$ cat src/hdl/hmrc_pkg.sv
`default_nettype none

package hmrc_pkg;

   // Grid geometry and counter width
   localparam int GRID_SIZE   = 1024;
   localparam int COUNT_WIDTH = 16;
   localparam int GRID_W      = $clog2(GRID_SIZE);
   localparam int CELL_TOTAL  = GRID_SIZE * GRID_SIZE;
   localparam int ADDR_W      = $clog2(CELL_TOTAL);

   // Field widths
   localparam int COORD_W = 16;
   localparam int WIDE_W  = COORD_W + 1;
   localparam int VALUE_W = 16;
   localparam int PASS_W  = 17;
   localparam int ERR_W   = WIDE_W + 3;
   localparam int ERR2_W  = ERR_W + 1;

   // Job queue between front and back
   localparam int QUEUE_DEPTH = 2;
   localparam int QPTR_W      = (QUEUE_DEPTH > 1) ? $clog2(QUEUE_DEPTH) : 1;
   localparam int QCNT_W      = $clog2(QUEUE_DEPTH + 1);

   // Item modes
   localparam logic MODE_RAY  = 1'b0;
   localparam logic MODE_READ = 1'b1;

   typedef logic signed [COORD_W-1:0] coord_type;
   typedef logic signed [WIDE_W-1:0]  wide_type;
   typedef logic signed [ERR_W-1:0]   err_type;
   typedef logic signed [ERR2_W-1:0]  err2_type;
   typedef logic [GRID_W-1:0]         grid_idx_type;
   typedef logic [ADDR_W-1:0]         addr_type;
   typedef logic [COUNT_WIDTH-1:0]    count_type;
   typedef logic [VALUE_W-1:0]        value_type;
   typedef logic [PASS_W-1:0]         pass_type;

   typedef struct packed {
      logic      mode;
      coord_type robot_x;
      coord_type robot_y;
      coord_type end_x;
      coord_type end_y;
   } req_type;

   typedef struct packed {
      value_type hit_value;
      value_type miss_value;
      logic      cell_on_grid;
      pass_type  cells_passed;
   } rsp_type;

   // Classified item handed from front to back
   typedef struct packed {
      logic     mode;
      logic     on_grid;
      addr_type end_addr;
      wide_type end_x;
      wide_type end_y;
      logic     steep;
      wide_type a_start;
      wide_type a_end;
      wide_type b_start;
      wide_type da;
      wide_type db;
      logic     bstep_neg;
   } job_type;

   typedef struct packed {
      logic clear_busy;
   } back_status_type;

   function automatic logic on_grid(input wide_type x, input wide_type y);
      return !x[WIDE_W-1] && (x < wide_type'(GRID_SIZE)) &&
             !y[WIDE_W-1] && (y < wide_type'(GRID_SIZE));
   endfunction

   function automatic addr_type cell_index(input grid_idx_type x, input grid_idx_type y);
      return addr_type'(x) * addr_type'(GRID_SIZE) + addr_type'(y);
   endfunction

   function automatic wide_type abs_wide(input wide_type v);
      return v[WIDE_W-1] ? -v : v;
   endfunction

   function automatic count_type sat_inc(input count_type c);
      return (c == '1) ? c : c + count_type'(1);
   endfunction

   function automatic value_type to_value(input count_type c);
      logic [COUNT_WIDTH+VALUE_W-1:0] ext;
      ext = {{VALUE_W{1'b0}}, c};
      return ext[VALUE_W-1:0];
   endfunction

endpackage

`default_nettype wire

$ cat src/hdl/hmrc_queue.sv
`default_nettype none

module hmrc_queue (
   input  wire logic             clock,
   input  wire logic             reset,
   input  wire logic             push,
   input  wire hmrc_pkg::job_type push_job,
   output logic                  full,
   input  wire logic             pop,
   output hmrc_pkg::job_type     head_job,
   output logic                  empty
);

   hmrc_pkg::job_type                 entry_ff [hmrc_pkg::QUEUE_DEPTH];
   logic [hmrc_pkg::QPTR_W-1:0]       wr_ptr_ff, wr_ptr_in;
   logic [hmrc_pkg::QPTR_W-1:0]       rd_ptr_ff, rd_ptr_in;
   logic [hmrc_pkg::QCNT_W-1:0]       count_ff, count_in;

   assign full     = (count_ff == hmrc_pkg::QCNT_W'(hmrc_pkg::QUEUE_DEPTH));
   assign empty    = (count_ff == '0);
   assign head_job = entry_ff[rd_ptr_ff];

   // pointer and fill count update
   always_comb begin
      wr_ptr_in = wr_ptr_ff;
      rd_ptr_in = rd_ptr_ff;
      count_in  = count_ff;
      if (push) begin
         wr_ptr_in = (wr_ptr_ff == hmrc_pkg::QPTR_W'(hmrc_pkg::QUEUE_DEPTH - 1)) ?
                     '0 : wr_ptr_ff + hmrc_pkg::QPTR_W'(1);
      end
      if (pop) begin
         rd_ptr_in = (rd_ptr_ff == hmrc_pkg::QPTR_W'(hmrc_pkg::QUEUE_DEPTH - 1)) ?
                     '0 : rd_ptr_ff + hmrc_pkg::QPTR_W'(1);
      end
      if (push && !pop) begin
         count_in = count_ff + hmrc_pkg::QCNT_W'(1);
      end else if (pop && !push) begin
         count_in = count_ff - hmrc_pkg::QCNT_W'(1);
      end
   end

   always_ff @(posedge clock) begin
      if (reset) begin
         wr_ptr_ff <= '0;
         rd_ptr_ff <= '0;
         count_ff  <= '0;
      end else begin
         wr_ptr_ff <= wr_ptr_in;
         rd_ptr_ff <= rd_ptr_in;
         count_ff  <= count_in;
      end
   end

   // entry storage
   always_ff @(posedge clock) begin
      if (push) begin
         entry_ff[wr_ptr_ff] <= push_job;
      end
   end

endmodule

`default_nettype wire

$ cat config.mk
export PLATFORM = sky130hd
export DESIGN_NAME = hmrc_queue
export DESIGN_NICKNAME = d
export VERILOG_FILES = /design/src/hdl/hmrc_pkg.sv /design/src/hdl/hmrc_queue.sv
export SDC_FILE = /design/constraint.sdc
export NUM_CORES = 1
export LEC_CHECK = 0
export BUFFER_PORTS_ARGS = -buffer_cell sky130_fd_sc_hd__buf_2
export CAP_MARGIN = 40
export CORE_ASPECT_RATIO = 0.8
export CORE_MARGIN = 8
export CORE_UTILIZATION = 50
export CTS_CLUSTER_DIAMETER = 200
export DETAILED_ROUTE_END_ITERATION = 7
export PLACE_DENSITY = 0.8
export SLEW_MARGIN = 20
export SYNTH_ARGS = -nofsm -noshare
export SYNTH_HDL_FRONTEND = slang
export SYNTH_SLANG_ARGS = --single-unit
$ cat constraint.sdc
create_clock -name clock -period 12.3 [get_ports clock]
set_input_delay 1.845 -clock clock [delete_from_list [all_inputs] [get_ports clock]]
set_output_delay 1.845 -clock clock [all_outputs]
set_load 0.05 [all_outputs]
---- After elaboration in Yosys (flattened, before gate mapping) ----
Memory sizes are Yosys's and may differ from the RTL's. A register that Yosys moved wholly into a read port is not among the register bits.
Cells that the tools add are included.
Widths: inputs -> output; s select.
word-level totals
  output and inout bits ................... 145
  register bits ........................... 4
  memories kept ........................... 1
  word-level logic and storage cells ...... 23
  input bits .............................. 147
  RAM bits ................................ 286
memories
  name      words  width  rd ports  clocked after memory_dff  wr ports  RTL line          RTL
  entry_ff  2      143    1         1                         1         hmrc_queue.sv:14  hmrc_pkg::job_type entry_ff [hmrc_pkg::QUEUE_DEPTH];
operators by class
  equal/unequal tests ..................... 1
  reduce and logical (&&, ||, !) cells .... 6
  muxes and demuxes ....................... 8
  $add $sub $neg .......................... 4
operators by type and width
  kind                 number
  $mux 1               6
  $mux 2               2
  $add 1x1->1 const B  2
  $add 2x1->2 const B  1
  $eq 2x2->1 const B   1
  $logic_and 1x1->1    2
  $logic_not 1->1      2
  $logic_not 2->1      1
  $reduce_bool 2->1    1
  $sub 2x1->2 const B  1

---- Logic depth before layout (Yosys ltp) ----
  word-level depth ........................ 4
  mapped depth ............................ 5
  mapped depth without buffers ............ 5

---- Least setup slack after synthesis ----
Ideal clock, no wire load.
  path kind ............................... input -> register
  start point ............................. in push
  end point ............................... mem entry_ff[0][0] (netlist name), enable pin
  slack ................................... 3.602 ns
  library setup time ...................... 0.664 ns
  required time ........................... 11.636 ns
  stages on the path ...................... 1
  path buffers ............................ 0
  arrival time ............................ 8.034 ns
  cells stage by stage .................... nor2b_1
between the ends
  cells in the longest elaborated chain, start to end .. 2
ends and longest elaborated chain
  element                       RTL line          RTL
  start, declared               hmrc_queue.sv:6   input wire logic push,
  $mux 1                        hmrc_queue.sv:57  if (push) begin
  $mux 1 (not written as such)  hmrc_queue.sv:58  entry_ff[wr_ptr_ff] <= push_job;
  end, declared                 hmrc_queue.sv:14
Every way passes these cells.

==> metrics.md <==
| Metric | Value |
|---|---|
| Outcome | `completed` |
| Setup TNS | `0 ns` |
| Syn avg cell area | `23.1 um2` |
| Worst hold-check path type | `reg -> reg` |
| Number of buffers created by CTS | `28` |
| Layout area overhead | `25.4%` |
| #FFs+latches synth | `291` |
| Routability congestion estimate from global placement | `0.738` |
| Area contributors post-synth | `edfxtp_1, mux2_4, mux2_2, buf_6, dfxtp_1` |
| Clock tree sinks | `291` |
| DR pass1 iterations | `4` |
| Tmin final | `4.45 ns` |
| WP data arrival | `2.61 ns` |
| Sequential area share after synthesis | `80.4%` |
| Max Freq | `225 MHz` |
| IO Count | `292` |
| Mux share of post-synthesis cell area | `17.3%` |
| Worst Reg-to-Reg Cells | `4` |
| Synth Area in Compound Gates | `0.0927%` |
| Nets | `930` |
| Yosys top cell by area | `edfxtp_1` |
| Startpoint class of the critical path | `flop` |
| Global route overflow | `0` |
| Post-CTS sizing | `0` |
| Fin crit share | `36.2%` |
| CTS clk-pin slew, worst paths | `0.06 ns` |
| Mapped Cells | `467` |
| Crit path to | `head_job[13]` |
| Reg-to-reg endpoint | `entry_ff[1][124]$_DFFE_PP_` |
| Crit end category | `primary output` |
| Initial cell density of the core | `50.5%` |
| Cell area after layout | `0.0135 mm2` |
| Actual slew at the worst max-slew pin | `0.787 ns` |
| Htree depth | `1` |
| Reg2reg setup slack | `10.05 ns` |
| WHS | `0.515 ns` |
| Final ANT Viol Nets | `0` |
| DRT iter0 DRCs | `256` |
| CTS tree | `built` |
| Synth Area in Adders | `0.116%` |
| Number of setup buffers added after CTS | `0` |
| Worst-path fanout max | `55` |
| Post-synthesis simple-gate area fraction | `0.405%` |
| Post-DP Area | `0.0126 mm2` |
| Final Skew | `0.00927 ns` |
| CTS root buffer | `clkbuf_16` |
| Peak VDD IR | `131 uV` |
| Post-synth top area share | `79.5%` |
| Xor/xnor cell area share of the yosys netlist | `0.324%` |
| Detailed placement HPWL | `15,300 um` |
| Fill cells | `1,501` |
| Combinational family with the most area after synthesis | `multiplexers` |
| Chip Height | `147 um` |
| Count of different cell masters after synthesis | `16` |
| RSZ-0062 raised after global routing | `false` |
| P per Cell Area | `177 mW/mm2` |
| Hold-fix buffers, CTS | `0` |
| Vias in the first global route | `5,812` |
| Routed len/inst | `19.5 um` |
| Core area | `0.0214 mm2` |
| Skew-Pair Late Insertion Delay | `0.52 ns` |
| Core Rows | `48` |
| Via Count | `5,377` |
| CP required | `10.45 ns` |
| Slew margin rel. | `47.5%` |
| Port buffer count | `291` |
| Worst reg2reg startpoint | `wr_ptr_ff$_SDFFE_PP0P_` |
| Clock buffer depth | `3` |
| Initial antenna violation count | `8` |
| Max Cap Viol | `0` |
| Pins Over Slew Limit | `0` |
| YS warnings | `0` |
| DRC viols | `0` |
| Tot GR Track Use | `15.4%` |
| First-pass GRT wire length | `32,500 um` |
| Share of layout cells above drive strength 1 | `60.4%` |
| Via/cell ratio | `4.96` |
| Die W | `180 um` |
| Die area | `0.0266 mm2` |
| Fin. Hold Viols | `0` |
| Lkg Pwr | `5.23 nW` |
| Setup-failing EPs final | `0` |
| Largest net degree at the start of global routing | `56` |
| Critical path class | `reg -> out` |
| Drt total wl | `21,200 um` |
| Mapped Area | `0.0108 mm2` |
| Syn nets | `615` |
[Yosys cell counts (all sizes together)]
cell    count
a21oi       1
and2        1
buf        16
dfxtp       5
edfxtp    286
ha          1
inv         1
mux2      143
nor2        5
nor2b       2
o21ai       1
or3         1
xnor2       2
xor2        2
[critical path: stages, from the launching register on]
cell and delay (ns):
dfxtp_4 0.69, buf_4 0.71, mux2_2 0.42, buf_2 0.21
[sequential cells by signal, indices dropped and copies added, names as in the netlist, named ones only]
signal / flops
entry_ff: 286
rd_ptr_ff: 1
wr_ptr_ff: 1
count_ff: 2
[placed cells by master, fill, tap and decap left out, types with 2 or more instances in the layout]
cell / synthesis / layout
edfxtp_1: 286 / 286
clkinv_2: 0 / 4
clkinv_1: 0 / 5
buf_2: 7 / 291
xor2_1: 2 / 2
buf_4: 0 / 5
buf_16: 0 / 4
nor2_1: 5 / 5
mux2_4: 70 / 70
mux2_2: 73 / 73
clkbuf_16: 0 / 29
dfxtp_1: 5 / 4
clkbuf_1: 0 / 8
xnor2_1: 2 / 2
clkbuf_8: 0 / 3
clkinvlp_4: 0 / 2
diode_2: 0 / 6
[stage by stage]
step	power [mW]	utilization [%]	std cells	worst slack, ns
3_5_place_dp	1.62	59.2	1027	8.35
5_1_grt	2.48	63.3	1082	7.67
3_3_place_gp	1.61	58.5	1022	8.08
6_report	2.40	63.3	1085	7.85
4_1_cts	2.43	63.3	1079	7.78
2_1_floorplan	1.52	-	467	3.60
[power by group]
| group | internal, mW | switching, mW | leakage (nW) | total, mW |
|---|---|---|---|---|
| Clock | 0.470 | 0.335 | 0.426 | 0.805 |
| Combinational | 0.129 | 0.291 | 2.08 | 0.419 |
| Sequential | 1.16 | 0.0186 | 2.73 | 1.18 |
[area by class of cell]
class	instances	area (um2)	share of cell area, %
diodes	6	15.0	0.111
clock inverters	12	83.8	0.619
repair buffers	301	1620	12.0
well taps	275	344	2.54
flip-flops and latches	291	8690	64.2
multi-input cells	159	1980	14.7
clock buffers	40	797	5.88
inverters	1	3.75	0.0277
[layer usage]
metal	vias to the layer above	global-route usage (%)	part of all wire, %
li1	2500	-	-
met1	2598	18.8	41
met2	229	25.0	47
met3	44	6.21	9.3
met4	6	4.66	2.8
met5	-	0	0.16
[how the worst min path moves through the flow]
| stage | startpoint | end | slack, ns | depth (start not counted) |
|---|---|---|---|---|
| 6_report | count_ff[1]$_SDFFE_PP0P_ | count_ff[1]$_SDFFE_PP0P_ | 0.52 | 2 |
| 5_1_grt | count_ff[1]$_SDFFE_PP0P_ | count_ff[1]$_SDFFE_PP0P_ | 0.54 | 2 |
| 4_1_cts | count_ff[1]$_SDFFE_PP0P_ | count_ff[1]$_SDFFE_PP0P_ | 0.51 | 2 |
| 3_5_place_dp | count_ff[1]$_SDFFE_PP0P_ | count_ff[1]$_SDFFE_PP0P_ | 0.50 | 2 |
| 3_3_place_gp | count_ff[1]$_SDFFE_PP0P_ | count_ff[1]$_SDFFE_PP0P_ | 0.49 | 2 |
| 2_1_floorplan | count_ff[1]$_SDFFE_PP0P_ | count_ff[1]$_SDFFE_PP0P_ | 0.46 | 2 |
[kinds of logic after synthesis]
logic type                 count (synthesis)
muxes                                    143
adders and majority gates                  1
DFF                                      291
and+or+nand+nor                            9
AOI/OAI and AO/OA                          2
buffers and inverters                     17
xor gates and xnor gates                   4
(Power assumes the default switching activity.)
