File: src/hdl/hmrc_pkg.sv
`default_nettype none

package hmrc_pkg;

   // Grid geometry and counter width
   localparam int GRID_SIZE   = 1024;
   localparam int COUNT_WIDTH = 16;
   localparam int GRID_W      = $clog2(GRID_SIZE);
   localparam int CELL_TOTAL  = GRID_SIZE * GRID_SIZE;
   localparam int ADDR_W      = $clog2(CELL_TOTAL);

   // Field widths
   localparam int COORD_W = 16;
   localparam int WIDE_W  = COORD_W + 1;
   localparam int VALUE_W = 16;
   localparam int PASS_W  = 17;
   localparam int ERR_W   = WIDE_W + 3;
   localparam int ERR2_W  = ERR_W + 1;

   // Job queue between front and back
   localparam int QUEUE_DEPTH = 2;
   localparam int QPTR_W      = (QUEUE_DEPTH > 1) ? $clog2(QUEUE_DEPTH) : 1;
   localparam int QCNT_W      = $clog2(QUEUE_DEPTH + 1);

   // Item modes
   localparam logic MODE_RAY  = 1'b0;
   localparam logic MODE_READ = 1'b1;

   typedef logic signed [COORD_W-1:0] coord_type;
   typedef logic signed [WIDE_W-1:0]  wide_type;
   typedef logic signed [ERR_W-1:0]   err_type;
   typedef logic signed [ERR2_W-1:0]  err2_type;
   typedef logic [GRID_W-1:0]         grid_idx_type;
   typedef logic [ADDR_W-1:0]         addr_type;
   typedef logic [COUNT_WIDTH-1:0]    count_type;
   typedef logic [VALUE_W-1:0]        value_type;
   typedef logic [PASS_W-1:0]         pass_type;

   typedef struct packed {
      logic      mode;
      coord_type robot_x;
      coord_type robot_y;
      coord_type end_x;
      coord_type end_y;
   } req_type;

   typedef struct packed {
      value_type hit_value;
      value_type miss_value;
      logic      cell_on_grid;
      pass_type  cells_passed;
   } rsp_type;

   // Classified item handed from front to back
   typedef struct packed {
      logic     mode;
      logic     on_grid;
      addr_type end_addr;
      wide_type end_x;
      wide_type end_y;
      logic     steep;
      wide_type a_start;
      wide_type a_end;
      wide_type b_start;
      wide_type da;
      wide_type db;
      logic     bstep_neg;
   } job_type;

   typedef struct packed {
      logic clear_busy;
   } back_status_type;

   function automatic logic on_grid(input wide_type x, input wide_type y);
      return !x[WIDE_W-1] && (x < wide_type'(GRID_SIZE)) &&
             !y[WIDE_W-1] && (y < wide_type'(GRID_SIZE));
   endfunction

   function automatic addr_type cell_index(input grid_idx_type x, input grid_idx_type y);
      return addr_type'(x) * addr_type'(GRID_SIZE) + addr_type'(y);
   endfunction

   function automatic wide_type abs_wide(input wide_type v);
      return v[WIDE_W-1] ? -v : v;
   endfunction

   function automatic count_type sat_inc(input count_type c);
      return (c == '1) ? c : c + count_type'(1);
   endfunction

   function automatic value_type to_value(input count_type c);
      logic [COUNT_WIDTH+VALUE_W-1:0] ext;
      ext = {{VALUE_W{1'b0}}, c};
      return ext[VALUE_W-1:0];
   endfunction

endpackage

`default_nettype wire

File: src/hdl/hmrc_front.sv
`default_nettype none

module hmrc_front (
   input  wire logic                      clock,
   input  wire logic                      reset,
   input  wire logic                      req_valid,
   output logic                           req_stall,
   input  wire hmrc_pkg::req_type         req_data,
   input  wire hmrc_pkg::back_status_type back_status,
   input  wire logic                      q_full,
   output logic                           q_push,
   output hmrc_pkg::job_type              q_job
);

   localparam logic [1:0] F_IDLE = 2'd0;
   localparam logic [1:0] F_CALC = 2'd1;
   localparam logic [1:0] F_SWAP = 2'd2;
   localparam logic [1:0] F_PUSH = 2'd3;

   logic [1:0]         state_ff, state_in;
   hmrc_pkg::req_type  item_ff, item_in;
   logic               steep_ff, steep_in;
   hmrc_pkg::job_type  job_ff, job_in;

   hmrc_pkg::wide_type rx, ry, ex, ey;
   hmrc_pkg::wide_type a0, b0, a1, b1;
   logic               swap;

   assign req_stall = back_status.clear_busy || (state_ff != F_IDLE);
   assign q_job     = job_ff;

   // sign-extended coordinates of the held item
   assign rx = hmrc_pkg::wide_type'(item_ff.robot_x);
   assign ry = hmrc_pkg::wide_type'(item_ff.robot_y);
   assign ex = hmrc_pkg::wide_type'(item_ff.end_x);
   assign ey = hmrc_pkg::wide_type'(item_ff.end_y);

   // major axis selection, then order the ends along it
   assign a0   = steep_ff ? ry : rx;
   assign b0   = steep_ff ? rx : ry;
   assign a1   = steep_ff ? ey : ex;
   assign b1   = steep_ff ? ex : ey;
   assign swap = (a0 > a1);

   always_comb begin
      state_in = state_ff;
      item_in  = item_ff;
      steep_in = steep_ff;
      job_in   = job_ff;
      q_push   = 1'b0;
      unique case (state_ff)
         F_IDLE: begin
            if (req_valid && !req_stall) begin
               item_in  = req_data;
               state_in = F_CALC;
            end
         end
         F_CALC: begin
            steep_in = hmrc_pkg::abs_wide(ey - ry) > hmrc_pkg::abs_wide(ex - rx);
            state_in = F_SWAP;
         end
         F_SWAP: begin
            job_in.mode      = item_ff.mode;
            job_in.on_grid   = hmrc_pkg::on_grid(ex, ey);
            job_in.end_addr  = hmrc_pkg::cell_index(
                                  item_ff.end_x[hmrc_pkg::GRID_W-1:0],
                                  item_ff.end_y[hmrc_pkg::GRID_W-1:0]);
            job_in.end_x     = ex;
            job_in.end_y     = ey;
            job_in.steep     = steep_ff;
            job_in.a_start   = swap ? a1 : a0;
            job_in.a_end     = swap ? a0 : a1;
            job_in.b_start   = swap ? b1 : b0;
            job_in.da        = hmrc_pkg::abs_wide(a1 - a0);
            job_in.db        = hmrc_pkg::abs_wide(b1 - b0);
            // step direction along the minor axis, walking from the lower major end
            job_in.bstep_neg = swap ? !(b1 < b0) : !(b0 < b1);
            state_in         = F_PUSH;
         end
         F_PUSH: begin
            if (!q_full) begin
               q_push   = 1'b1;
               state_in = F_IDLE;
            end
         end
         default: begin
            state_in = F_IDLE;
         end
      endcase
   end

   always_ff @(posedge clock) begin
      if (reset) begin
         state_ff <= F_IDLE;
      end else begin
         state_ff <= state_in;
      end
   end

   always_ff @(posedge clock) begin
      item_ff  <= item_in;
      steep_ff <= steep_in;
      job_ff   <= job_in;
   end

endmodule

`default_nettype wire

File: config.mk
export PLATFORM = sky130hd
export DESIGN_NAME = hmrc_front
export DESIGN_NICKNAME = d
export VERILOG_FILES = /design/src/hdl/hmrc_pkg.sv /design/src/hdl/hmrc_front.sv
export SDC_FILE = /design/constraint.sdc
export NUM_CORES = 1
export LEC_CHECK = 0
export BUFFER_PORTS_ARGS = -buffer_cell sky130_fd_sc_hd__buf_4
export CAP_MARGIN = 20
export CORE_UTILIZATION = 29
export CTS_BUF_LIST = sky130_fd_sc_hd__clkbuf_4 sky130_fd_sc_hd__clkbuf_8
export DETAILED_ROUTE_END_ITERATION = 7
export PLACE_DENSITY_LB_ADDON = 0.15
export SYNTH_ARGS = -nofsm -noshare
export SYNTH_HDL_FRONTEND = slang
export SYNTH_SLANG_ARGS = --single-unit
File: constraint.sdc
create_clock -name clock -period 5.8 [get_ports clock]
set_clock_uncertainty 0.05 [all_clocks]
set_input_delay 1.16 -clock clock [delete_from_list [all_inputs] [get_ports clock]]
set_output_delay 1.16 -clock clock [all_outputs]
set_load 0.005 [all_outputs]
# --- Yosys cells after proc, flatten, opt, wreduce, memory -nomap -nowiden ---
# Index checks and enable logic that the tools add are counted.
classes:
  addsub: 9
  multipliers: 0
  div: 0
  order_cmp: 6
  n_eq_ne: 5
  shift: 0
  n_mux: 17
  n_bitwise: 0
  reduce_logical: 14
ops:
  columns: ["cell", "n"]
  rows:
  - ["$mux 17", 9]
  - ["$neg 17->17", 4]
  - ["$gt 17x17->1", 2]
  - ["$lt 17x17->1", 2]
  - ["$sub 16x16->17", 2]
  - ["$sub 17x17->17", 2]
  - ["$lt 16x12->1 const B", 2]
  - ["$mux 16", 2]
  - ["$add 20x10->20", 1]
  - ["$pmux 2 s4", 1]
  - ["$logic_not 1->1", 5]
  - ["$eq 2x2->1 const B", 2]
  - ["$logic_and 1x1->1", 4]
  - ["$mux 2", 2]
  - ["$ne 2x2->1 const B", 2]
  - ["$reduce_and 2->1", 2]
  - ["$mux 1", 3]
  - ["$eq 2x1->1 const B", 1]
  - ["$logic_not 2->1", 1]
  - ["$reduce_bool 2->1", 1]
  - ["$logic_or 1x1->1", 1]
word_totals:
  ff_bits: 209
  latchBits: 0
  mem_bits_rw: 0
  mem_bits_ro: 0
  input_bits: 70
  output_inout_bits: 145
  word_cells: 72
  memories: 0

# --- Logic depth before layout (Yosys ltp) ---
# Gate-level depths: netlist of run 1.
logic_depth:
  word_depth: 6
  ltp_mapped: 21

# --- Worst setup path after synthesis of run 1 ---
# No wires, ideal clock.
synth_timing:
  path_kind: "input-to-reg"
  startpoint: "input back_status"
  endpoint: "register state_ff[0]"
  t_arrival_ps: 4735
  required_time_ps: 5662
  path_slack_ps: 926
  path_stages: 6
  cell_sequence: "nand2b_1 nor2_1 nor2b_1 a21oi_1 nor2_1 a211oi_1"
synth_via:
  elab_chain_len: 5
synth_lines:
  columns: ["item", "line_no", "rtl"]
  rows:
  - ["start, declared", "hmrc_front.sv:9", "input wire hmrc_pkg::back_status_type back_status,"]
  - ["$logic_or 1x1->1", "hmrc_front.sv:29", "assign req_stall = back_status.clear_busy || (state_ff != F_IDLE);"]
  - ["$logic_not 1->1", "hmrc_front.sv:53", "if (req_valid && !req_stall) begin"]
  - ["$logic_and 1x1->1", "hmrc_front.sv:53", null]
  - ["$ne 2x2->1 (no source line)", null, null]
  - ["$reduce_and 2->1 (no source line)", null, null]
  - ["end signal, assigned", "hmrc_front.sv:96", "state_ff <= state_in;"]
  - ["end, declared", "hmrc_front.sv:20", "logic [1:0] state_ff, state_in;"]
# Every way passes these cells.
# A chain may end at the register's enable or synchronous reset.

# --- Worst setup path in the final report of run 1 ---
layout_timing:
  startpoint: "register item_ff[32] (netlist name)"
  endpoint: "register steep_ff, data pin"
layout_via:
  elab_chain_len: 4
layout_lines:
  columns: ["item", "line_no", "rtl"]
  rows:
  - ["start, declared", "hmrc_front.sv:21", "hmrc_pkg::req_type item_ff, item_in;"]
  - ["start signal, assigned", "hmrc_front.sv:101", "item_ff <= item_in;"]
  - ["$sub 16x16->17 (*)", "hmrc_front.sv:59", "steep_in = hmrc_pkg::abs_wide(ey - ry) > hmrc_pkg::abs_wide(ex - rx);"]
  - ["$neg 17->17", "hmrc_pkg.sv:84", "return v[WIDE_W-1] ? -v : v;"]
  - ["$mux 17 (*)", "hmrc_pkg.sv:84", null]
  - ["$gt 17x17->1 (*)", "hmrc_front.sv:59", null]
  - ["end signal, assigned", "hmrc_front.sv:102", "steep_ff <= steep_in;"]
  - ["end, declared", "hmrc_front.sv:22", "logic steep_ff, steep_in;"]
# Mark *: on every way between the ends. The rest lies on a longest branch, timed or not.

==> results of run 1 <==
[registers in the layout (all words and copies together), names as in the netlist]
name,flops
ex,16
ey,16
steep_ff,1
q_job,118
state_ff,2
item_ff,33
[area by class of cell]
type,instances,area (um2)
clock buffers,18,241.5
clock inverters,14,132.6
fillers,4176,26520
inverters,64,240.2
multi-input cells,850,6180
flip-flops and latches,186,5565
well taps,532,665.6
repair buffers,232,1754
[worst reg2reg max path: cells and delay by family (launching register included)]
family	cells	cell delay, ns
DFF	1	0.44
and+or+nand+nor	5	0.62
adders and majority gates	3	0.91
buffers and inverters	1	0.24
AOI/OAI and AO/OA	11	2.50
[layer usage]
layer	part of all wire	vias up	global-route usage
met5	0	-	0
met4	0.012	0	0.03550
met3	0.047	22	0.04009
met2	0.44	214	0.2676
met1	0.50	4346	0.2416
li1	-	4643	-
[path summary, 6_finish.rpt]
path,start,to,slack [ns],depth (start not counted)
min reg2reg,item_ff[64],q_job[142],0.39,0
min,item_ff[64],q_job[142],0.39,0
max,item_ff[32],steep_ff,0.81,20
max reg2reg,item_ff[32],steep_ff,0.81,20
[logic make-up (layout without fill, tap and decap cells)]
group,Yosys count,after routing,synth area share
adder cells (fa/ha/maj),96,96,0.1004
AND/OR/NAND/NOR,309,309,0.1263
XOR/XNOR,99,99,0.07069
buffers and inverters,118,328,0.04417
AO/OA/AOI/OAI,279,279,0.1469
flip-flops,186,186,0.4537
multiplexers,67,67,0.05784
[where the power goes]
group / internal, mW / switching, mW / leakage (nW)
clock network: 0.319 / 0.551 / 0.184
registers: 2.16 / 0.191 / 1.70
logic: 2.30 / 3.25 / 4.04
total: 4.78 / 3.99 / 5.92
[per-stage QoR]
step	util	hold slack (ns)
2_1_floorplan	-	0.3503
3_3_place_gp	0.3487	0.3531
3_5_place_dp	0.3488	0.3707
4_1_cts	0.3579	0.3905
5_1_grt	0.3579	0.3950
6_report	0.3579	0.3879
[cells in the mapped netlist (all sizes together), types with 4 or more instances]
cell type,number,area share
a2111oi,4,0.0064
a211o,4,0.0029
a211oi,9,0.0055
a21boi,4,0.0024
a21o,13,0.0080
a21oi,118,0.048
a31oi,15,0.0082
and2,6,0.0031
and3,18,0.0096
and4,4,0.0031
buf,32,0.018
clkbuf,22,0.0067
edfxtp,184,0.45
fa,4,0.0065
ha,92,0.094
inv,64,0.020
mux2,31,0.028
mux2i,36,0.029
nand2,40,0.012
nand2b,17,0.0087
nand3,16,0.0065
nand4,9,0.0046
nor2,131,0.040
nor2b,16,0.0082
nor3,12,0.0049
nor3b,4,0.0024
nor4,11,0.0061
nor4b,6,0.0048
o211ai,5,0.0035
o21a,10,0.0061
o21ai,46,0.019
o21bai,5,0.0031
o31a,4,0.0029
o31ai,8,0.0049
o41ai,4,0.0035
or2,4,0.0020
or3,6,0.0031
xnor2,58,0.041
xor2,41,0.029
==> flow_summary.ini, run 1 <==
[power]
leakage_nw = 5.918
total_power_mw = 8.769
irDropWorstVdd_v = 0.0002042
p_per_area_nw_per_um2 = 593.3

[placement]
dp_slack_ns = 0.8504
place_area_um2 = 14410
io_buffer_count = 214
hpwl_um = 28480
dp_cells = 1864
gp_congestion = 0.8512

[grt]
grt_pass1_wl_um = 55820
grt_pass1_vias = 9182
overflow = 0
antenna_found_initial = 0
grt_max_degree = 56
grt_usage = 0.1718

[setup_path]
slowest_delay_ns = 0.50
crit_slowest_cell = a31oi_2
critPathArrivalTime_ns = 5.21
end_kind = register
cpLargestDelayFamily = compound AO/OA/AOI/OAI gates
path_buf_inv = 1
crit_path_cell_trace = ha_1 -> fa_1 -> nand2b_1 -> a21oi_1 -> o21ai_1 -> o311a_1 -> nand2b_1 -> a31oi_2 -> buf_4 -> nor2_1 -> a21oi_1 -> ha_1 -> nor2b_1 -> o21ai_0 -> a21oi_1 -> o31a_1 -> o21ai_0 -> nand2b_1 -> a21oi_1 -> o22ai_1
path_class = reg -> reg
crit_top_cell = a21oi_1
cp-start-kind = register
worstPathRequired_ns = 6.03
critical_path.max_fanout = 12

[final_layout]
nNetsFinal = 1517
antenna_cells = 0
final_common_cell = buf_4
layout.cells.most_common_list = buf_4 (231), edfxtp_1 (184), nor2_1 (130), a21oi_1 (117), ha_1 (91)
syn_to_final_growth_pct = 20.49
stdcell_count = 1896
drive_gt1_frac = 0.2346
fin_area_um2 = 14780

[logic_synthesis]
syn_area_per_cell_um2 = 10.63
synth_edf_count = 184
synth_top_flop_cell = edfxtp_1
yosys_warnings = 0
synth_cell_type_count = 78
syn-cell-area_um2 = 12270
synthCells = 1154
async_flop_share = 0
synth-seq-cells = 186
yosysSeqAreaShare = 0.4537
synthesis.nets = 1320

[floorplanning]
die_h_um = 207.7
pin_count = 215
fp.dieArea_um2 = 43120
fp.coreArea_um2 = 41290
num_rows = 74
die_w_um = 207.7
start_util = 0.2970

[routing]
drt_pass1_iterations = 5
wirelength_um = 36800
vias = 9225
antenna_left = 0
drc = 0
vias_per_cell = 4.866
post_drt_wl_per_cell_um = 19.41
first_iter_violations = 554

[clocking]
postCtsSetupBuffers = 0
cts_max_level = 4
cts_resized = 0
hold_buffers = 0
cts_tree = done
clockBufferDepth = 2
clk_latency_ns = 0.51
cts_root_buf = clkbuf_8
clkSinkCount = 186
cts_buffers = 17
path_clk_slew_ns = 0.12

[timing]
rsz0062_at_grt = no
worstMarginPinSlew_ns = 0.9666
period_share = 0.8602
fin_crit_ns = 4.989
finalSetupViolCount = 0
maxSlewHeadroom = 0.3541
finalWorstSetupSlack_ns = 0.8106
fin_setup_tns_ns = 0
final_max_slew_viol_count = 0
hold_viol = 0
fmax_ghz = 0.2004

[worst_hold_path]
min-delay-path-class = reg -> reg

[outcome]
status = finished, final reports clean

[run]
max-cap-violations = 0
(Power assumes the default switching activity.)
==> run 2, diff against run 1 <==
--- a/config.mk
+++ b/config.mk
@@ -7,6 +7,7 @@
 export LEC_CHECK = 0
 export BUFFER_PORTS_ARGS = -buffer_cell sky130_fd_sc_hd__buf_4
 export CAP_MARGIN = 20
+export CORE_MARGIN = 2
 export CORE_UTILIZATION = 29
 export CTS_BUF_LIST = sky130_fd_sc_hd__clkbuf_4 sky130_fd_sc_hd__clkbuf_8
 export DETAILED_ROUTE_END_ITERATION = 7
==> constraint.sdc (replaced) <==
create_clock -name clock -period 4.85 [get_ports clock]
set_clock_uncertainty 0.05 [all_clocks]
set_input_delay 0.97 -clock clock [delete_from_list [all_inputs] [get_ports clock]]
set_output_delay 0.97 -clock clock [all_outputs]
set_load 0.005 [all_outputs]
==> run 2 against run 1 <==
  * Clock-buffer cell count is 1 lower
  * Register-to-register slack got worse by 0.49 ns
  * Worst hold slack got worse by 0.0086 ns
  * Sequential cell count stayed put
  * Sequential power increased by 19%
  * Via count up 1.5%
  * Highest routed layer unchanged
==> flow_summary.ini, run 2 (synthesis results as in run 1) <==
[timing]
fin_crit_ns = 4.525
finalSetupViolCount = 0
finalWorstSetupSlack_ns = 0.3253
rsz0062_at_grt = no
fin_setup_tns_ns = 0
maxSlewHeadroom = 0.3594
period_share = 0.9329
hold_viol = 0
holdWs_ns = 0.3793
worstMarginPinSlew_ns = 0.9509
fmax_ghz = 0.2210
final_max_slew_viol_count = 0

[final_layout]
fin_area_um2 = 14920
drive_gt1_frac = 0.2411
antenna_cells = 0
layout.cells.most_common_list = buf_4 (239), edfxtp_1 (184), nor2_1 (130), a21oi_1 (116), ha_1 (91)
nNetsFinal = 1526
final_common_cell = buf_4
largest_reg_flops = 118
stdcell_count = 1912
syn_to_final_growth_pct = 21.63
utilization = 0.3564

[clocking]
clockBufferDepth = 2
path_clk_slew_ns = 0.10
cts_max_level = 4
clkSinkCount = 186
cts_tree = done
cts_buffers = 17
clk_latency_ns = 0.51
hold_buffers = 0
cts_root_buf = clkbuf_8

[routing]
first_iter_violations = 508
drt_pass1_iterations = 4
routed-wl-met2_um = 16840
drc = 0
wl_met1_um = 17490
top_layer = met4
vias = 9364
vias_per_cell = 4.897
post_drt_wl_per_cell_um = 19.36
wl_met3_um = 1798
wirelength_um = 37020
antenna_left = 0

[placement]
dp_cells = 1880
hpwl_um = 29520
place_area_um2 = 14490
dp_slack_ns = 0.2690
io_buffer_count = 214
gp_congestion = 0.8623

[power]
irDropWorstVdd_v = 0.0002855
p_per_area_nw_per_um2 = 708.5
total_power_mw = 10.57
leakage_nw = 5.979

[outcome]
status = finished, final reports clean

[setup_path]
critical_path.max_fanout = 15
cp-start-kind = register
end_kind = register
reg2regPathDepth = 20
r2r-start = ex[0]
r2r_end = steep_ff
path_class = reg -> reg
critPathArrivalTime_ns = 4.72
reg2reg_slack_ns = 0.33
worstPathRequired_ns = 5.05

[grt]
grt_max_degree = 65
overflow = 0
grt_usage = 0.1694
grt_pass1_vias = 9209
grt_pass1_wl_um = 55620
antenna_found_initial = 0

[floorplanning]
fp.coreArea_um2 = 41850
pin_count = 215
fp.dieArea_um2 = 43960
die_w_um = 209.7
start_util = 0.2931
die_h_um = 209.7
num_rows = 75

[worst_hold_path]
min_to = q_job[142]
min-delay-start = item_ff[64]
hold_depth = 0
min-delay-path-class = reg -> reg

[run]
max-cap-violations = 0
[run 2: how the worst max path moves through the flow]
| stage | startpoint | end | slack (ns) | cells past startpoint |
|---|---|---|---|---|
| after global placement | item_ff[32] | steep_ff | 0.32 | 20 |
| final | ex[0] | steep_ff | 0.33 | 20 |
| after global routing | item_ff[32] | steep_ff | 0.01 | 20 |
| after CTS | item_ff[32] | steep_ff | 0.23 | 16 |
| after floorplan | back_status | state_ff[0] | 0.17 | 6 |
| after detailed placement | item_ff[32] | steep_ff | 0.27 | 16 |
[run 2: timing repair]
| action | CTS | global route |
|---|---|---|
| hold endpoints to repair | 0 | 0 |
| setup endpoints to repair | 0 | 1 |
| gates resized for setup | 0 | 7 |
| buffers inserted | 0 | 0 |
[run 2: cell type report]
class                   count  area [um2]
clock buffers              17       234.0
fillers                  4193       26930
inverters                  64       240.2
well taps                 539       674.4
multi-input cells         850        6225
clock inverters            15       145.1
flip-flops and latches    186        5565
repair buffers            241        1834
[run 2: power by group]
| part | internal (mW) | switching, mW |
|---|---|---|
| logic | 2.79 | 3.93 |
| registers | 2.58 | 0.219 |
| clock network | 0.456 | 0.594 |
[run 2: layer usage]
| layer | vias to the layer above | global-route usage |
|---|---|---|
| met4 | 0 | 0.05185 |
| met1 | 4440 | 0.2286 |
| met3 | 29 | 0.03531 |
| li1 | 4666 | - |
| met5 | - | 0 |
| met2 | 229 | 0.2732 |
[run 2: critical path, cell delays in order (launching register included)]
cell and delay, ns:
edfxtp_1 0.41, inv_1 0.06, ha_1 0.20, fa_1 0.41, nand2b_1 0.18, a21oi_1 0.23
o211ai_1 0.19, o31ai_2 0.33, o31ai_1 0.10, a31oi_1 0.29, buf_4 0.27, mux2i_1 0.21
ha_1 0.26, nor2b_1 0.13, o21ai_0 0.16, a21oi_1 0.09, o31a_1 0.24, o21ai_0 0.16
nand2b_1 0.08, a21oi_1 0.14, o22ai_1 0.09
==> run 3, diff against run 2 <==
--- a/config.mk
+++ b/config.mk
@@ -8,7 +8,7 @@
 export BUFFER_PORTS_ARGS = -buffer_cell sky130_fd_sc_hd__buf_4
 export CAP_MARGIN = 20
 export CORE_MARGIN = 2
-export CORE_UTILIZATION = 29
+export CORE_UTILIZATION = 35
 export CTS_BUF_LIST = sky130_fd_sc_hd__clkbuf_4 sky130_fd_sc_hd__clkbuf_8
 export DETAILED_ROUTE_END_ITERATION = 7
 export PLACE_DENSITY_LB_ADDON = 0.15
==> constraint.sdc (replaced) <==
create_clock -name clock -period 4.85 [get_ports clock]
set_clock_uncertainty 0.05 [all_clocks]
set_input_delay 0.97 -clock clock [delete_from_list [all_inputs] [get_ports clock]]
set_output_delay 0.97 -clock clock [all_outputs]
set_load 0.02 [all_outputs]
==> run 3 against run 2 <==
  * Wire length decreased by 6.7%
  * Sequential share of layout area increased by 0.28 points
  * Via count decreased by 0.12%
  * Maximum frequency rose by 0.83%
  * Setup slack improved by 0.037 ns
  * Non-clock buffer count is 3 lower
  * Clock-buffer cell count did not move
  * Cell count shrank 4.6%
  * Final area down 0.74%
  * First-iteration DRC count increased by 19%
  * Combinational power grew 3.9%
  * Critical endpoint unchanged
==> flow_summary.ini, run 3 (synthesis results as in run 1) <==
[outcome]
status = finished, final reports clean

[clocking]
clkSinkCount = 186
path_clk_slew_ns = 0.11
clockBufferDepth = 2
cts_root_buf = clkbuf_8
cts_max_level = 4
postCtsSetupBuffers = 0
hold_buffers = 0
cts_buffers = 17
cts_tree = done
clk_latency_ns = 0.51
cts_resized = 0

[floorplanning]
num_rows = 68
start_util = 0.3551
pin_count = 215
fp.dieArea_um2 = 36560
fp.coreArea_um2 = 34540
die_h_um = 191.2
die_w_um = 191.2

[setup_path]
path_buf_inv = 2
path_class = reg -> reg
cp.depth = 21
reg2reg_slack_ns = 0.36
cpLargestDelayFamily = compound AO/OA/AOI/OAI gates
worstPathRequired_ns = 5.06
crit_path_cell_trace = inv_1 -> ha_1 -> fa_1 -> nand2b_1 -> a21oi_2 -> o21ai_1 -> o311a_1 -> nand2b_1 -> a31oi_4 -> buf_4 -> nor2_1 -> a21oi_1 -> ha_1 -> nor2b_1 -> o21ai_0 -> a21oi_1 -> o31a_1 -> o21ai_0 -> nand2b_1 -> a21oi_1 -> o22ai_1
slowest_delay_ns = 0.41
reg2regPathDepth = 21
crit_slowest_cell = edfxtp_1
critPathArrivalTime_ns = 4.70
end_kind = register
critical_path.max_fanout = 8
cp-start-kind = register

[routing]
drt_pass1_iterations = 5
vias = 9353
first_iter_violations = 605
drc = 0
antenna_left = 0
post_drt_wl_per_cell_um = 18.92
vias_per_cell = 5.125
wirelength_um = 34530

[timing]
fin_crit_ns = 4.488
fmax_ghz = 0.2228
hold_viol = 0
finalSetupViolCount = 0
rsz0062_at_grt = no
period_share = 0.9253
fin_setup_tns_ns = 0
final_max_slew_viol_count = 0
maxSlewHeadroom = 0.3826
worstMarginPinSlew_ns = 0.9239

[placement]
gp_congestion = 0.8308
place_area_um2 = 14390
io_buffer_count = 214
hpwl_um = 26720

[grt]
grt_usage = 0.1907
grt_max_degree = 103
grt_pass1_wl_um = 51970
antenna_found_initial = 0
overflow = 0
grt_pass1_vias = 8884

[final_layout]
layout.cells.most_common_list = buf_4 (234), edfxtp_1 (184), nor2_1 (130), a21oi_1 (116), ha_1 (91)
utilization = 0.4287
final_common_cell = buf_4
syn_to_final_growth_pct = 20.73
largest_reg_flops = 118
antenna_cells = 0
drive_gt1_frac = 0.2401
fin_area_um2 = 14810
fillerInstances = 3356
nNetsFinal = 1523

[run]
max-cap-violations = 0

[worst_hold_path]
min-delay-path-class = reg -> reg
hold_depth = 0

[power]
p_per_area_nw_per_um2 = 733.3
leakage_nw = 5.971
irDropWorstVdd_v = 0.0003156
run 3: report_power, final:
part	internal [mW]	total (mW)	switching (mW)	leakage [nW]
Combinational	2.81	6.98	4.17	4.08
Clock	0.427	1.08	0.648	0.194
Sequential	2.58	2.81	0.223	1.70
run 3: layout make-up:
| class | instances | area, um2 | share of cell area |
|---|---|---|---|
| clock inverter | 15 | 158.9 | 0.01073 |
| sequential | 186 | 5565 | 0.3758 |
| tap | 455 | 569.3 | 0.03845 |
| timing repair buffer | 238 | 1837 | 0.1240 |
| clock buffer | 17 | 234.0 | 0.01580 |
| inverter | 64 | 240.2 | 0.01622 |
| multi-input combinational | 850 | 6203 | 0.4189 |
run 3: through the flow:
stage	hold slack (ns)	setup slack (ns)	power (mW)	instances
floorplan	0.3503	0.04589	7.872	1154
CTS	0.3705	0.2507	10.95	1825
finish	0.3640	0.3624	10.86	1825
detailed placement	0.3696	0.2564	9.812	1793
global route	0.3896	0.001333	11.79	1825
global placement	0.3509	0.3961	9.769	1793
run 3: path summary, 6_finish.rpt:
| check | from | endpoint |
|---|---|---|
| worst max-delay path | ey[0] | steep_ff |
| worst min-delay path | item_ff[64] | q_job[142] |
| worst max register to register | ey[0] | steep_ff |
| worst min register to register | item_ff[64] | q_job[142] |
run 3: per-layer routing:
metal | up-vias | GRT usage | part of all wire
li1 | 4664 | - | -
met1 | 4367 | 0.2678 | 0.47
met2 | 299 | 0.2956 | 0.44
met3 | 23 | 0.04388 | 0.070
met4 | 0 | 0.04822 | 0.014
met5 | - | 0 | 0
